==> src/rtl/fat12_cluster_chain_walker_macros.svh <==
// Assertion macros shared by the cluster chain walker RTL.
// Depends on nothing; the asserting modules need ports clk_i and rst_ni.
`ifndef FAT12_CLUSTER_CHAIN_WALKER_MACROS_SVH
`define FAT12_CLUSTER_CHAIN_WALKER_MACROS_SVH
`ifndef SYNTH
// Same-cycle implication, checked on every rising edge outside reset.
`define FCCW_ASSERT(lbl, ante, cons) \
  lbl: assert property (@(posedge clk_i) disable iff (!rst_ni) (ante) |-> (cons)) \
    else $error("fccw assertion failed");
// Next-cycle implication, checked on every rising edge outside reset.
`define FCCW_ASSERT_NEXT(lbl, ante, cons) \
  lbl: assert property (@(posedge clk_i) disable iff (!rst_ni) (ante) |=> (cons)) \
    else $error("fccw assertion failed");
`else
`define FCCW_ASSERT(lbl, ante, cons)
`define FCCW_ASSERT_NEXT(lbl, ante, cons)
`endif
`endif

==> src/rtl/fccw_pkg.sv <==
// Shared types, codes and helpers of the FAT12 cluster chain walker.
// Used by fccw_ctrl, fccw_dpath and fat12_cluster_chain_walker.
package fccw_pkg;

  localparam int unsigned TableBytes = 8192;
  localparam int unsigned TabAw      = $clog2(TableBytes);
  localparam int unsigned OffW       = 14;   // byte offset of an entry plus one
  localparam int unsigned ClusterW   = 12;
  localparam int unsigned LbaW       = 20;

  localparam logic [ClusterW-1:0] EndMark = 12'hFF8;
  localparam logic [LbaW-1:0]     LbaMax  = 20'hFFFFF;

  typedef enum logic [1:0] {
    KIND_LOAD    = 2'd0,
    KIND_START   = 2'd1,
    KIND_ADVANCE = 2'd2
  } kind_e;

  typedef enum logic [0:0] {
    CFG_DATA_REGION_LBA     = 1'b0,
    CFG_SECTORS_PER_CLUSTER = 1'b1
  } cfg_idx_e;

  // Controller to datapath.
  typedef struct packed {
    logic table_write;  // write the load byte into the table
    logic walk_start;   // latch the visited cluster and read its low byte
    logic read_hi;      // read the high byte, keep the low one
    logic out_load;     // publish the result and advance the chain
  } dp_cmd_t;

  // Datapath to controller.
  typedef struct packed {
    logic out_free;     // output register empty or being drained
  } dp_status_t;

  // Byte offset of a 12-bit entry: cluster * 3 / 2.
  function automatic logic [OffW-1:0] entry_offset(input logic [ClusterW-1:0] cluster);
    logic [OffW-1:0] triple;
    triple = OffW'(cluster) * OffW'(3);
    return triple >> 1;
  endfunction

endpackage

==> src/rtl/fccw_ctrl.sv <==
// Controller of the cluster chain walker: sequences table reads and result hand-off.
// Depends on fccw_pkg and fat12_cluster_chain_walker_macros.svh.
`include "fat12_cluster_chain_walker_macros.svh"
module fccw_ctrl (
  input  logic                 clk_i,
  input  logic                 rst_ni,
  input  logic                 in_valid_i,
  output logic                 in_ready_o,
  input  logic [1:0]           kind_i,
  input  fccw_pkg::dp_status_t status_i,
  output fccw_pkg::dp_cmd_t    cmd_o
);

  typedef enum logic [1:0] {
    ST_IDLE,
    ST_READ_HI,
    ST_FINISH
  } state_e;

  state_e state_q, state_d;
  logic   accept;
  logic   is_walk;

  assign in_ready_o = (state_q == ST_IDLE);
  assign accept     = in_valid_i && in_ready_o;
  assign is_walk    = (kind_i == fccw_pkg::KIND_START) || (kind_i == fccw_pkg::KIND_ADVANCE);

  always_comb begin
    cmd_o.table_write = accept && (kind_i == fccw_pkg::KIND_LOAD);
    cmd_o.walk_start  = accept && is_walk;
    cmd_o.read_hi     = (state_q == ST_READ_HI);
    cmd_o.out_load    = (state_q == ST_FINISH) && status_i.out_free;
  end

  always_comb begin
    state_d = state_q;
    unique case (state_q)
      ST_IDLE:    if (cmd_o.walk_start) state_d = ST_READ_HI;
      ST_READ_HI: state_d = ST_FINISH;
      ST_FINISH:  if (status_i.out_free) state_d = ST_IDLE;
      default:    state_d = ST_IDLE;
    endcase
  end

  always_ff @(posedge clk_i or negedge rst_ni) begin
    if (!rst_ni) begin
      state_q <= ST_IDLE;
    end else begin
      state_q <= state_d;
    end
  end

  `FCCW_ASSERT_NEXT(a_walk_reads_hi, cmd_o.walk_start, state_q == ST_READ_HI)
  `FCCW_ASSERT_NEXT(a_hi_then_finish, state_q == ST_READ_HI, state_q == ST_FINISH)
  `FCCW_ASSERT_NEXT(a_stall_holds, (state_q == ST_FINISH) && !status_i.out_free,
                    state_q == ST_FINISH)

endmodule

==> config.mk <==
export PLATFORM = sky130hd
export DESIGN_NAME = fccw_ctrl
export DESIGN_NICKNAME = d
export VERILOG_FILES = /design/src/rtl/fccw_pkg.sv /design/src/rtl/fccw_ctrl.sv
export VERILOG_INCLUDE_DIRS = /design/src /design/src/rtl
export SDC_FILE = /design/constraint.sdc
export NUM_CORES = 1
export LEC_CHECK = 0
export BUFFER_PORTS_ARGS = -buffer_cell sky130_fd_sc_hd__clkbuf_2
export CAP_MARGIN = 15
export CORE_AREA = 2 2 39 41
export CTS_BUF_LIST = sky130_fd_sc_hd__clkbuf_4 sky130_fd_sc_hd__clkbuf_8
export CTS_CLUSTER_SIZE = 10
export DETAILED_ROUTE_END_ITERATION = 7
export DIE_AREA = 0 0 41 43
export PLACE_DENSITY_LB_ADDON = 0.08
export SLEW_MARGIN = 20
export SYNTH_ARGS = -nofsm -noshare
export SYNTH_HDL_FRONTEND = slang
export SYNTH_SLANG_ARGS = --single-unit
==> constraint.sdc <==
create_clock -name clk_i -period 1.07 [get_ports clk_i]
set_clock_uncertainty 0.05 [all_clocks]
set_input_delay 0.214 -clock clk_i [delete_from_list [all_inputs] [get_ports clk_i]]
set_output_delay 0.214 -clock clk_i [all_outputs]
set_load 0.05 [all_outputs]
==> results by group <==
Synthesis
  – Post-Syn Area per Cell: between 9 and 10 um2
  – Post-Syn Area: 125.1 um2
  – YS warnings: 0
  – Gate Count Post-Synth: 13
  – Post-synthesis sequential area ratio: ~40%
  – Post-synth cell types: 9
  – Syn nets: 20
  – Register bit total from synthesis: 2

Clock network
  – Reg clk slew, reported paths: 0.03 ns
  – Clock sink count: 2
  – Worst skew pair latency: 0.22 ns
  – CTS HTree Levels: 1
  – Root Driver: clkbuf_4
  – TritonCTS Buffers: 3
  – Max Buffers Root-to-Sink: 2
  – CTS tree: done

Worst setup path
  – Path type of the worst setup path: register to primary output
  – Reg2Reg Depth: 3
  – Worst R2R End: state_q[1]
  – Required @ worst endpoint: 0.81 ns
  – Worst reg2reg path startpoint: state_q[0]
  – Max incr delay on CP: 0.40 ns
  – Crit path DAT: 1.11 ns
  – Crit-path cells: nor2_4 > and3_4 > clkbuf_16
  – R2r setup slk: -0.01 ns
  – Max FO, Critical Path: 3
  – Slowest CP cell: dfrtp_1
  – Crit path launch type: register
  – Crit end category: primary output
  – Crit path from: state_q[0]

Power
  – Leakage: between 0.15 and 0.2 nW
  – Cell Pwr Density: 1645 nW/um2
  – Total power: 0.5702 mW
  – Max VDD drop: 0.5740 mV

Detailed routing
  – DRC viols: 0
  – Total Wirelength: 377 um
  – Met3 Routed Length: 43 um
  – Final ANT Viol Nets: 0
  – Number of vias per cell: between 3 and 4
  – Vias post-DR: around 150
  – Top sig layer: met3
  – Routed length on met1: 152 um
  – Routed len/inst: about 8.4 um
  – DRT Pass-1 Iters: 2
  – Routed wl met2: roughly 180 um
  – DR iter-0 viols: 2

Min path
  – Min-delay src: in_valid_i
  – Worst Hold Endpoint: state_q[0]
  – Worst hold-check path type: primary input to register
  – Hold depth: 2

Floorplanning
  – Die Wd: a little over 40 um
  – Ports: 11
  – Initial Utilization: 9.042%
  – DIE AREA: approximately 1800 um2
  – Row count: 14
  – Core area: 1384 um2
  – Die height: around 43 um

Layout
  – Most common cell after layout, fill and taps aside: clkbuf_2
  – Largest registers: state_q: 2 flops
  – Most frequent cells in the layout: clkbuf_2, clkbuf_4, clkbuf_16
  – Top reg by flops: state_q
  – Max reg flops: 2
  – Seq. cell area: between 50 and 60 um2
  – Layout cells sized above 1: about 72%
  – Area occupied by multi-input gates: between 80 and 90 um2
  – Antenna cell count: 0
  – Nets@finish: 38
  – Area growth, synth to finish: 177.0%
  – Filler cells: 150

STA
  – Max Freq: 725.3 MHz
  – Unrepaired setup endpoints after global routing: yes
  – Setup-failing EPs final: 6
  – Worst slew margin: 89.89%
  – Final slew viol count: 0
  – Setup WS post-layout: -0.3088 ns
  – Final Critical Period: roughly 1.4 ns
  – Hold Vio Cnt, Final: 0
  – Final TNS setup: -1.338 ns
  – Period utilization: 128.9%
  – Worst-Margin Slew: between 0.15 and 0.2 ns

Global route
  – Vias in the first global route: 177
  – Largest net degree at the start of global routing: 5
  – GR Overflow Total: 0
  – Initial antenna violation count: 0
  – First-pass GRT wire length: 593 um
  – GRT Util Overall: under 10%

Status
  – Failing checks: negative setup slack
  – Status: complete, but fails checks

Placement
  – DP HPWL: around 270 um
  – # port buffers: 10
  – GP Congestion: between 0.5 and 0.6

Run
  – Max-cap violation count: 0
synthesized netlist by cell type, drive strengths merged:
| library cell | n | area (um2) |
|---|---|---|
| inv | 2 | 7.510 |
| or2 | 1 | 6.260 |
| and3 | 3 | 18.77 |
| dfrtp | 2 | 50.05 |
| ha | 1 | 12.51 |
| nor2 | 1 | 6.260 |
| nor3b | 1 | 7.510 |
| and3b | 1 | 10.01 |
| nor2b | 1 | 6.260 |
worst max path at each step:
stage	to	slack, ns	cells past startpoint
3_3_place_gp	cmd_o[2]	-0.22	5
5_1_grt	cmd_o[2]	-0.36	3
6_report	cmd_o[2]	-0.31	3
4_1_cts	cmd_o[3]	-0.33	3
2_1_floorplan	cmd_o[2]	-0.26	2
3_5_place_dp	cmd_o[2]	-0.23	5
power breakdown:
part           internal [mW]  total (mW)  switching, mW
logic                  0.159       0.303          0.144
registers             0.0899       0.107         0.0168
clock network          0.123       0.160         0.0369
total                  0.372       0.570          0.198
timing repair:
item                                    4_1_cts  5_1_grt
hold buffers                                  1        0
setup buffers                                 1        0
hold endpoints to repair                      2        0
pin swaps                                     1        0
endpoints found under the setup margin        6        6
gates resized for setup                      11        2
critical path: cells and delay by family (launching register included):
family	cells	cell delay (ns)
flip-flops	1	0.40
AND/OR/NAND/NOR	2	0.34
buffers and inverters	1	0.15
cells by family (layout without fill, tap and decap cells):
logic type | after synthesis | count (layout) | share of synthesized area (%)
adder cells (fa/ha/maj) | 1 | 1 | 9.998
buffers and inverters | 2 | 18 | 6.002
flip-flops | 2 | 2 | 40.00
AND/OR/NAND/NOR | 8 | 8 | 44.01
cell type report:
| cell class | instances | area share, % |
|---|---|---|
| Tap cell | 16 | 5.776 |
| Timing Repair Buffer | 13 | 46.21 |
| Sequential cell | 2 | 14.80 |
| Inverter | 2 | 2.166 |
| Multi-Input combinational cell | 9 | 24.55 |
| Clock buffer | 3 | 6.498 |
through the flow:
stage / hold WS (ns) / setup slack [ns] / cells / cell area [um2] / utilization, %
floorplan: -0.1316 / -0.2613 / 13 / 142.6 / -
global placement: -0.04942 / -0.2182 / 40 / 235.2 / 17.00
detailed placement: -0.04824 / -0.2306 / 40 / 235.2 / 17.00
CTS: 0.2263 / -0.3340 / 45 / 344.1 / 24.86
global route: 0.2265 / -0.3551 / 45 / 346.6 / 25.05
finish: 0.2215 / -0.3088 / 45 / 346.6 / 25.05
per-layer routing:
metal | vias to the layer above | track usage [%]
met3 | 0 | 2.618
met2 | 9 | 7.187
met5 | - | 0
li1 | 77 | -
met4 | 0 | 4.000
met1 | 67 | 5.112
Note: power is estimated with default switching activity, not from simulation.
